## src/checked_int64_alu_unit_defines.svh

```systemverilog
// Assertion macros for the checked 64-bit ALU.
`ifndef CHECKED_INT64_ALU_UNIT_DEFINES_SVH
`define CHECKED_INT64_ALU_UNIT_DEFINES_SVH
// Property a implies property b on the next clock edge.
`define CIA_ASSERT_NEXT(label, a, b) \
   label: assert property (@(posedge clock) disable iff (reset) (a) |=> (b)) \
      else $error("assertion failed");
// Property a implies property b on the same clock edge.
`define CIA_ASSERT_NOW(label, a, b) \
   label: assert property (@(posedge clock) disable iff (reset) (a) |-> (b)) \
      else $error("assertion failed");
`endif

```

## src/cia_pkg.sv

```systemverilog
// Shared types and constants for the checked 64-bit ALU.
`timescale 1ns / 1ps
package cia_pkg;
   localparam logic [3:0] FUNC_ADD = 4'd0;
   localparam logic [3:0] FUNC_SUB = 4'd1;
   localparam logic [3:0] FUNC_MUL = 4'd2;
   localparam logic [3:0] FUNC_DIV = 4'd3;
   localparam logic [3:0] FUNC_REM = 4'd4;
   localparam logic [3:0] FUNC_AND = 4'd5;
   localparam logic [3:0] FUNC_OR  = 4'd6;
   localparam logic [3:0] FUNC_SHL = 4'd7;
   localparam logic [3:0] FUNC_SHR = 4'd8;
   localparam logic [3:0] FUNC_POW = 4'd9;

   localparam logic [2:0] ST_OK       = 3'd0;
   localparam logic [2:0] ST_OVERFLOW = 3'd1;
   localparam logic [2:0] ST_DIVZERO  = 3'd2;
   localparam logic [2:0] ST_BADSHIFT = 3'd3;
   localparam logic [2:0] ST_BADEXP   = 3'd4;
   localparam logic [2:0] ST_BIGBASE  = 3'd5;

   localparam logic [63:0] MAX_SHIFT = 64'd62;
   localparam logic [63:0] MAX_EXP   = 64'd63;
   localparam logic [63:0] MAX_BASE  = 64'd65535;

   // Datapath operation classes chosen by the controller.
   localparam logic [1:0] OP_SINGLE = 2'd0;
   localparam logic [1:0] OP_DIV    = 2'd1;
   localparam logic [1:0] OP_MUL    = 2'd2;
   localparam logic [1:0] OP_POW    = 2'd3;

   // Commands from the controller to the datapath.
   typedef struct packed {
      logic       load;     // capture operands and set up the unit
      logic       step;     // run one iteration of the active unit
      logic       finish;   // form the result value and status
      logic [1:0] op_class;
   } cia_cmd_type;

   // Status from the datapath to the controller.
   typedef struct packed {
      logic       early;    // operation needs no iterations
      logic       last;     // current iteration is the final one
   } cia_stat_type;
endpackage

```

## src/cia_ctrl.sv

```systemverilog
// Controller state machine for the checked 64-bit ALU.
`timescale 1ns / 1ps
module cia_ctrl
   import cia_pkg::*;
(
   input  logic         clock,
   input  logic         reset,
   input  logic         start,
   input  logic [3:0]   req_func,
   input  cia_stat_type stat,
   output cia_cmd_type  cmd,
   output logic         busy,
   output logic         rsp_valid
);
   localparam logic [1:0] S_IDLE = 2'd0;
   localparam logic [1:0] S_RUN  = 2'd1;
   localparam logic [1:0] S_DONE = 2'd2;

   logic [1:0] state_ff, state_in;
   logic [1:0] class_ff, class_in;
   logic       valid_ff, valid_in;
   logic [1:0] req_class;

   // Map the opcode to a datapath class.
   always_comb begin
      unique case (req_func)
         FUNC_MUL:           req_class = OP_MUL;
         FUNC_DIV, FUNC_REM: req_class = OP_DIV;
         FUNC_POW:           req_class = OP_POW;
         default:            req_class = OP_SINGLE;
      endcase
   end

   // Next state and command decode.
   always_comb begin
      state_in = state_ff;
      class_in = class_ff;
      valid_in = 1'b0;
      cmd      = '0;
      cmd.op_class = class_ff;
      unique case (state_ff)
         S_IDLE: begin
            if (start) begin
               cmd.load     = 1'b1;
               cmd.op_class = req_class;
               class_in     = req_class;
               state_in     = S_RUN;
            end
         end
         S_RUN: begin
            if (stat.early) begin
               state_in = S_DONE;
            end else begin
               cmd.step = 1'b1;
               if (stat.last) state_in = S_DONE;
            end
         end
         S_DONE: begin
            cmd.finish = 1'b1;
            valid_in   = 1'b1;
            state_in   = S_IDLE;
         end
         default: state_in = S_IDLE;
      endcase
   end

   always_ff @(posedge clock) begin
      if (reset) begin
         state_ff <= S_IDLE;
         class_ff <= OP_SINGLE;
         valid_ff <= 1'b0;
      end else begin
         state_ff <= state_in;
         class_ff <= class_in;
         valid_ff <= valid_in;
      end
   end

   assign busy      = (state_ff != S_IDLE);
   assign rsp_valid = valid_ff;
endmodule

```

## config.mk

```make
export PLATFORM = sky130hd
export DESIGN_NAME = cia_ctrl
export DESIGN_NICKNAME = d
export VERILOG_FILES = /design/src/checked_int64_alu_unit_defines.svh /design/src/cia_pkg.sv /design/src/cia_ctrl.sv
export SDC_FILE = /design/constraint.sdc
export NUM_CORES = 1
export LEC_CHECK = 0
export BUFFER_PORTS_ARGS = -buffer_cell sky130_fd_sc_hd__buf_2
export CORE_AREA = 2 2 39 41
export DETAILED_ROUTE_END_ITERATION = 8
export DIE_AREA = 0 0 41 43
export GPL_TIMING_DRIVEN = 0
export PLACE_DENSITY_LB_ADDON = 0.3
export SYNTH_ARGS = -nofsm -noshare
export SYNTH_HDL_FRONTEND = slang
export SYNTH_SLANG_ARGS = --single-unit
```

## constraint.sdc

```tcl
create_clock -name clock -period 2.1 [get_ports clock]
set_clock_uncertainty 0.2 [all_clocks]
set_input_delay 0.42 -clock clock [delete_from_list [all_inputs] [get_ports clock]]
set_output_delay 0.42 -clock clock [all_outputs]
set_load 0.03 [all_outputs]
```

== After elaboration in Yosys (flattened, before gate mapping) ==
Index checks and enable logic that the tools add are counted.

* Equal/unequal tests: 8
* Multiplexer cells: 12
* Reductions and logical operators: 4

{| class="wikitable"
|+ Operator list
! cell !! count
|-
| 2-bit 2-to-1 mux || 5
|-
| 4-bit by 2-bit == test with 1-bit output, second input constant || 2
|-
| 2-bit case mux with 3 select lines || 1
|-
| 1-bit 2-to-1 mux || 5
|-
| 4-bit by 3-bit == test with 1-bit output, second input constant || 1
|-
| 4-bit == test, second input constant || 1
|-
| 2-bit case mux with 2 select lines || 1
|-
| 3-bit != test, second input constant || 1
|-
| 2-bit by 1-bit == test with 1-bit output, second input constant || 1
|-
| 2-bit == test, second input constant || 1
|-
| 2-bit logical NOT || 1
|-
| 2-bit != test, second input constant || 1
|-
| 2-bit AND reduction || 1
|-
| 2-bit nonzero test || 1
|-
| 2-bit OR reduction || 1
|}

* Bits in registers: 5
* Output and inout bits: 7
* Word-level logic and storage cells: 27

== Longest topological paths before layout ==
Gate-level depths: netlist of run 1.

* Depth in word-level cells: 5
* Depth in mapped cells: 5

== Least setup slack after synthesis of run 1 ==
OpenSTA, ideal clock, no wires.

* Path type: input to output
* Start point: input port start
* End point: output port cmd[1] (netlist bit)
* Arrival time: 1.691 ns
* Data required time: 1.480 ns
* Path slack: -0.211 ns
* Cell stages on the path: 3
* Path buffers: 1
* Path through: or3b_1 buf_6 o31ai_1

{| class="wikitable"
|+ RTL lines
! what !! line !! text
|-
| start: declaration || cia_ctrl.sv:8 || <nowiki>input logic start,</nowiki>
|-
| end: declaration || cia_ctrl.sv:11 || <nowiki>output cia_cmd_type cmd,</nowiki>
|}

==> results of run 1 <==
[Yosys cell counts (2+ instances only)]
library cell	count
nor2b_1	2
nor2_1	4
nor3_1	3
dfxtp_1	5
[state kept, by name, indices dropped and copies added (netlist names)]
signal	flops
class_ff	2
state_ff	2
rsp_valid	1
[worst reg2reg max path: cells and delay by family (launching register included)]
| kind | cells | cell delay, ps |
|---|---|---|
| AND/OR/NAND/NOR | 3 | 670 |
| flip-flops | 1 | 310 |
| buffers and inverters | 2 | 290 |
[kinds of logic after synthesis]
| logic type | count (synthesis) | share of synthesized area |
|---|---|---|
| and+or+nand+nor | 20 | 0.473 |
| DFF | 5 | 0.327 |
| AOI/OAI and AO/OA | 3 | 0.0939 |
| buffers and inverters | 3 | 0.0735 |
| muxes | 1 | 0.0327 |
[report_power, final]
part | switching [mW] | leakage (nW) | total (mW) | internal (mW)
registers | 0.00170 | 0.0416 | 0.102 | 0.100
logic | 0.0484 | 0.173 | 0.0903 | 0.0419
clock network | 0.0384 | 0.0150 | 0.110 | 0.0718
[per-layer routing]
| layer | vias up | wire length, µm |
|---|---|---|
| li1 | 163 | - |
| met1 | 131 | 303 |
| met2 | 19 | 271 |
| met3 | 0 | 82 |
| met4 | 0 | 0 |
| met5 | - | 0 |
[final cells by class]
type | instances | share of cell area
repair buffers | 20 | 0.249
multi-input cells | 24 | 0.398
inverters | 1 | 0.00771
clock buffers | 4 | 0.0540
well taps | 16 | 0.0411
flip-flops and latches | 5 | 0.211
plain buffers | 2 | 0.0386
[stage by stage]
| stage | instance area, µm² | TNS, ps | setup WS [ps] |
|---|---|---|---|
| 2_1_floorplan | 314 | 0 | 42.3 |
| 3_3_place_gp | 409 | -20.5 | -20.5 |
| 3_5_place_dp | 409 | -16.3 | -16.3 |
| 4_1_cts | 479 | -97.0 | -95.0 |
| 5_1_grt | 487 | -154 | -104 |
| 6_report | 487 | -28.1 | -28.1 |
[how the worst min path moves through the flow]
stage / to / slack, ps
after floorplan: state_ff[0]$_SDFFE_PP0P_ / 240
after global placement: class_ff[1]$_SDFF_PP0_ / 290
after detailed placement: state_ff[0]$_SDFFE_PP0P_ / 280
after CTS: rsp_valid$_SDFF_PP0_ / 230
after global routing: state_ff[0]$_SDFFE_PP0P_ / 230
final: rsp_valid$_SDFF_PP0_ / 230
[repair_timing]
item,in CTS,in global routing
setup endpoints to repair,2,2
resized for setup,6,0
buffers inserted,4,1
pin swaps,3,2
==> flow_summary.ini, run 1 <==
[setup_path]
worstPathArrival_ps = 1510
cp-start-kind = flop
worstPathMaxFanout = 5
rrSetupSlack_ps = 530
cp_slowest_cell = or3b_1
crit_top_cell = buf_6
critPathLaunch = state_ff[1]$_SDFFE_PP0P_
worstReg2RegEnd = class_ff[0]$_SDFF_PP0_
critPathRequiredTime_ps = 1480
critical_path_buf_inv_count = 2
endpoint = cmd[0]
crit_type = reg -> out
reg2regPathDepth = 5
cp-end-kind = output port
slowest_delay_ps = 380
path_cells = or3b_1 -> buf_6 -> nor4_4 -> nor2_2 -> buf_6
cp.depth = 5
critical-path-top-delay-family = simple AND/OR/NAND/NOR gates
worstReg2RegStart = state_ff[1]$_SDFFE_PP0P_

[timing]
finalCritPeriodShare = 1.01
rsz0062_at_grt = true
holdWs_ps = 233
fmax_mhz = 470
slew_headroom = 0.671
setup_viol = 1
maxSlewViolCount = 0
hold_viol_final = 0
fin_crit_ps = 2130
worst_slew_pin_slew_ps = 486
fin_ws_ps = -28.1

[synthesis]
synth_top_cell_area_share = 0.327
syn_avg_cell_area_um2 = 9.58
synth_edf_count = 0
syn_area_um2 = 307
async_flop_share = 0
synth.net_count = 41
yosys_warnings = 0
ys_top_cells_by_area = dfxtp_1 (33%), nor4_4 (6.9%), o41ai_2 (5.3%)
ys.flop_type = dfxtp_1
synth_top_cell_by_area = dfxtp_1
syn_inst = 32
ys_ff_latch = 5
synth_cell_types = 22
yosysSeqAreaShare = 0.327

[layout]
multi_input_area_um2 = 194
layout_common_cells = buf_2 (13), buf_4 (7)
drive_gt1_frac = 0.625
mostFrequentLayoutCell = buf_2
ff_latch_area_um2 = 103
antenna_cells = 0
area.growth.synth_to_final_pct = 58.8
fillers = 145
final_cells = 72
fin_nets = 66
postLayoutCoreUtil = 0.352

[floorplanning]
num_rows = 14
die_area_mm2 = 0.00176
die_y_um = 43
initial_core_util = 0.222
core_mm2 = 0.00138
ios = 16
dieWidth_um = 41

[global_routing]
use_met1 = 0.123
grt_pass1_wl_um = 1030
met3_usage = 0.0785
grt_max_degree = 7
grtUsageTotal = 0.0905
antenna_found_initial = 0
overflow = 0
grt_pass1_vias = 250
grt-busiest-layer = met1
met2_usage = 0.106

[route]
via_count = 313
wire_per_inst_um = 9.13
drt_first_pass_iters = 2
vias_per_cell = 4.35
drc_errors = 0
ant_nets = 0
finalWirelength_um = 657
drt-initial-drc-count = 1

[power]
peakVddDrop_mv = 0.330
total_power_uw = 303
power.leakage_nw = 0.229
powerDensity_mw_per_mm2 = 622

[min_path]
hold_start = reset
hold_path.class = in -> reg
hold_path_depth = 2

[place]
port_buffers = 15
dp.cells = 63
gp_congestion = 0.592

[clocking]
cts_tree = built
root_buffer = clkbuf_4
clk_latency_ps = 240
cts_buffers = 3
clk_pin_slew_ps = 40
cts_sinks = 5
cts.hold.buffers_added = 0
clockBufferDepth = 2
htreeDepth = 1

[outcome]
status = complete, but fails checks
violations = setup timing

[flow_run]
drv_cap = 0
No activity file was read; power rests on OpenSTA's default activity.
==> inputs of run 2 (changes only) <==
Settings changed: PLACE_DENSITY set to 0.49, PLACE_DENSITY_LB_ADDON 0.3 to unset, SETUP_SLACK_MARGIN set to 0.4.
==> flow_summary.ini, run 2 (synthesis gave the netlist of run 1 again) <==
[place]
dp_slack_ps = -33.2
port_buffers = 15
hpwl_um = 475
gp_congestion = 0.557
dp.cells = 63

[clocking]
root_buffer = clkbuf_4
clk_latency_ps = 240
cts_buffers = 3
cts.hold.buffers_added = 0
clockBufferDepth = 2
cts_tree = built
clk_pin_slew_ps = 40
htreeDepth = 1
cts_sinks = 5

[global_routing]
grt_pass1_wl_um = 1080
overflow = 0
grt_max_degree = 7
grtUsageTotal = 0.0884
antenna_found_initial = 0
grt_pass1_vias = 275

[setup_path]
crit_top_cell = buf_6
critPathRequiredTime_ps = 1480
path_cells = or3b_1 -> buf_6 -> nor4_4 -> nor2_4 -> buf_6
cp-end-kind = output port
cp-start-kind = flop
critical-path-top-delay-family = simple AND/OR/NAND/NOR gates
crit_type = reg -> out
worstPathMaxFanout = 3
worstPathArrival_ps = 1530
critical_path_buf_inv_count = 2
cp_slowest_cell = or3b_1
slowest_delay_ps = 380

[power]
p_seq_frac = 0.314
power.switching_uw = 95.1
pwr-share-clk = 0.331
sw_frac_of_total = 0.290
internal_power_uw = 233
power.leakage_nw = 0.251
combPwrFrac = 0.356
peakVddDrop_mv = 0.256
powerDensity_mw_per_mm2 = 575

[timing]
tns_ps = -77.4
setup_viol = 2
rsz0062_at_grt = true
slew_headroom = 0.671
worst_slew_pin_slew_ps = 486
finalCritPeriodShare = 1.02
fmax_mhz = 465
hold_viol_final = 0
maxSlewViolCount = 0
fin_crit_ps = 2150
fin_ws_ps = -48.7

[floorplanning]
die_y_um = 43
num_rows = 14
ios = 16
dieWidth_um = 41
initial_core_util = 0.222
die_area_mm2 = 0.00176
core_mm2 = 0.00138

[outcome]
status = complete, but fails checks
violations = setup timing

[layout]
antenna_cells = 0
layout_common_cells = buf_6 (10), buf_2 (9)
fin_nets = 67
drive_gt1_frac = 0.667
final_cells = 73
mostFrequentLayoutCell = buf_6
area.growth.synth_to_final_pct = 86.1

[route]
drt_first_pass_iters = 1
drt-initial-drc-count = 0
drc_errors = 0
via_count = 319
wire_per_inst_um = 9.07
finalWirelength_um = 662
ant_nets = 0
vias_per_cell = 4.37

[min_path]
hold_path.class = in -> reg

[flow_run]
drv_cap = 0
run 2: metal layers:
| layer | up-vias | global-route usage | part of all wire | routed length, µm |
|---|---|---|---|---|
| met1 | 144 | 0.122 | 0.45 | 299 |
| met4 | 0 | 0.0600 | 0 | 0 |
| met3 | 0 | 0.0157 | 0.079 | 52 |
| li1 | 164 | - | - | - |
| met5 | - | 0 | 0 | 0 |
| met2 | 11 | 0.119 | 0.47 | 310 |
run 2: final cells by class:
type,instances,area (µm²)
multi-input cells,24,213
plain buffers,2,22.5
clock buffers,4,26.3
flip-flops and latches,5,103
inverters,1,8.76
fillers,148,813
well taps,16,20.0
repair buffers,21,178
run 2: worst paths after layout:
check / start / endpoint / slack, ps / cells after the start
setup / recovery: state_ff[0]$_SDFFE_PP0P_ / cmd[0] / -50 / 5
hold / removal: reset / state_ff[0]$_SDFFE_PP0P_ / 230 / 2
setup reg to reg: state_ff[0]$_SDFFE_PP0P_ / class_ff[0]$_SDFF_PP0_ / 470 / 5
hold reg to reg: state_ff[1]$_SDFFE_PP0P_ / state_ff[0]$_SDFFE_PP0P_ / 300 / 2
run 2: power by group through the flow:
stage | sequential [mW] | combinational, mW | clock [mW]
after floorplan | 0.105 | 0.0569 | 0
after global placement | 0.105 | 0.0816 | 0
after detailed placement | 0.105 | 0.0818 | 0
after CTS | 0.102 | 0.106 | 0.115
after global routing | 0.103 | 0.124 | 0.123
final | 0.103 | 0.117 | 0.108
run 2: metrics by stage:
step | instance area (µm²) | utilization | hold WS (ps) | total power, mW
after floorplan | 333 | - | 239 | 0.162
after CTS | 527 | 0.381 | 226 | 0.323
after detailed placement | 428 | 0.309 | 290 | 0.186
after global routing | 571 | 0.412 | 236 | 0.350
after global placement | 428 | 0.309 | 286 | 0.186
final | 571 | 0.412 | 233 | 0.328
run 2: repair_timing:
action                     CTS  global route
pin swaps                    2             5
setup buffers                4             2
gates resized for setup     15             5
setup endpoints to repair    5             6
==> inputs of run 3 (changes only) <==
Settings changed: PLACE_DENSITY 0.49 to unset.
==> flow_summary.ini, run 3 (synthesis gave the netlist of run 1 again) <==
[outcome]
status = complete, but fails checks
violations = setup timing

[min_path]
hold_path.class = in -> reg
hold_start = reset

[power]
total_power_uw = 329
powerDensity_mw_per_mm2 = 573
peakVddDrop_mv = 0.293
power.leakage_nw = 0.259

[setup_path]
crit_type = reg -> out
cp_slowest_cell = or3b_1
worstPathMaxFanout = 4
reg2regPathDepth = 5
endpoint = cmd[0]
critical_path_buf_inv_count = 2
cp-start-kind = flop
cp.depth = 5
worstPathArrival_ps = 1530
worstReg2RegStart = state_ff[1]$_SDFFE_PP0P_
critical-path-top-delay-family = simple AND/OR/NAND/NOR gates
worstReg2RegEnd = class_ff[1]$_SDFF_PP0_
critPathRequiredTime_ps = 1480
cp-end-kind = output port
slowest_delay_ps = 380
critPathLaunch = state_ff[1]$_SDFFE_PP0P_
rrSetupSlack_ps = 460
crit_top_cell = buf_6
path_cells = or3b_1 -> buf_6 -> nor4_4 -> nor2_4 -> buf_6

[route]
finalWirelength_um = 756
drt_first_pass_iters = 1
via_count = 339
drc_errors = 0
ant_nets = 0
vias_per_cell = 4.46
wire_per_inst_um = 9.95
drt-initial-drc-count = 0

[clocking]
cts_sinks = 5
cts_tree = built
cts.hold.buffers_added = 0
clk_latency_ps = 240
clockBufferDepth = 2
clk_pin_slew_ps = 40
root_buffer = clkbuf_4
htreeDepth = 1
cts_buffers = 3

[timing]
setup_viol = 2
fin_crit_ps = 2150
rsz0062_at_grt = true
fin_ws_ps = -53.8
finalCritPeriodShare = 1.03
hold_viol_final = 0
maxSlewViolCount = 0
slew_headroom = 0.644
holdWs_ps = 238
worst_slew_pin_slew_ps = 527
fmax_mhz = 464

[place]
dp_slack_ps = -31.3
gp_congestion = 0.576
hpwl_um = 484
post_dp_cell_area_um2 = 428
port_buffers = 15

[floorplanning]
ios = 16
initial_core_util = 0.222
dieWidth_um = 41
die_y_um = 43
die_area_mm2 = 0.00176
core_mm2 = 0.00138
num_rows = 14

[layout]
antenna_cells = 0
layout_common_cells = buf_6 (9), buf_2 (9), buf_4 (8)
fin_area_um2 = 574
area.growth.synth_to_final_pct = 87.3
fin_nets = 70
drive_gt1_frac = 0.667
fillers = 148

[flow_run]
drv_cap = 0

[global_routing]
grt_max_degree = 7
antenna_found_initial = 0
grt_pass1_vias = 341
grt_pass1_wl_um = 1240
grtUsageTotal = 0.103
overflow = 0
[run 3: changes by cell type in the layout (fill, tap and decap cells not counted)]
cell,before,now
buf_12,1,0
nor2_1,2,3
nor2_2,1,0
buf_6,10,9
buf_4,3,8
[run 3: worst reg2reg max path: cells and delay by family, from the launching register on]
kind | cells | cell delay [ps]
flip-flops | 1 | 310
buffers and inverters | 3 | 370
AND/OR/NAND/NOR | 1 | 380
AO/OA/AOI/OAI | 1 | 270
[run 3: final cells by class]
cell class	instances	area (µm²)	share of cell area
flip-flops and latches	5	103	0.179
multi-input cells	24	210	0.366
repair buffers	24	184	0.320
plain buffers	2	22.5	0.0392
well taps	16	20.0	0.0349
clock buffers	4	26.3	0.0458
inverters	1	8.76	0.0153
[run 3: per-layer routing]
metal  part of all wire  GRT usage  vias to the layer above  wire length [µm]
li1                   -          -                      171                 -
met1               0.40      0.109                      155               300
met2               0.51      0.166                       13               387
met3              0.089     0.0209                        0                67
met4                  0     0.0800                        0                 0
met5                  0          0                        -                 0
[run 3: report_power, final]
group	switching [mW]	total, mW	internal, mW
clock	0.0370	0.109	0.0717
combinational	0.0562	0.118	0.0614
sequential	0.00228	0.103	0.101
total	0.0955	0.329	0.234
[run 3: worst min-delay path by stage]
stage                          endpoint  slack, ps  depth (start not counted)
2_1_floorplan  state_ff[0]$_SDFFE_PP0P_        240                          1
3_3_place_gp     class_ff[1]$_SDFF_PP0_        280                          2
3_5_place_dp     class_ff[1]$_SDFF_PP0_        290                          2
4_1_cts        state_ff[1]$_SDFFE_PP0P_        230                          2
5_1_grt        state_ff[1]$_SDFFE_PP0P_        250                          2
6_report           rsp_valid$_SDFF_PP0_        240                          2
[run 3: what timing repair did]
item,CTS,global route
buffers inserted,7,2
hold endpoints to repair,0,0
pin swaps,4,2
setup endpoints to repair,5,6
gates resized for setup,17,1
[run 3: per-stage QoR]
stage,instances,TNS [ps],utilization
6_report,76,-101,0.415
5_1_grt,76,-195,0.415
4_1_cts,74,-174,0.401
3_5_place_dp,63,-31.3,0.309
3_3_place_gp,63,-31.3,0.309
2_1_floorplan,32,0,-
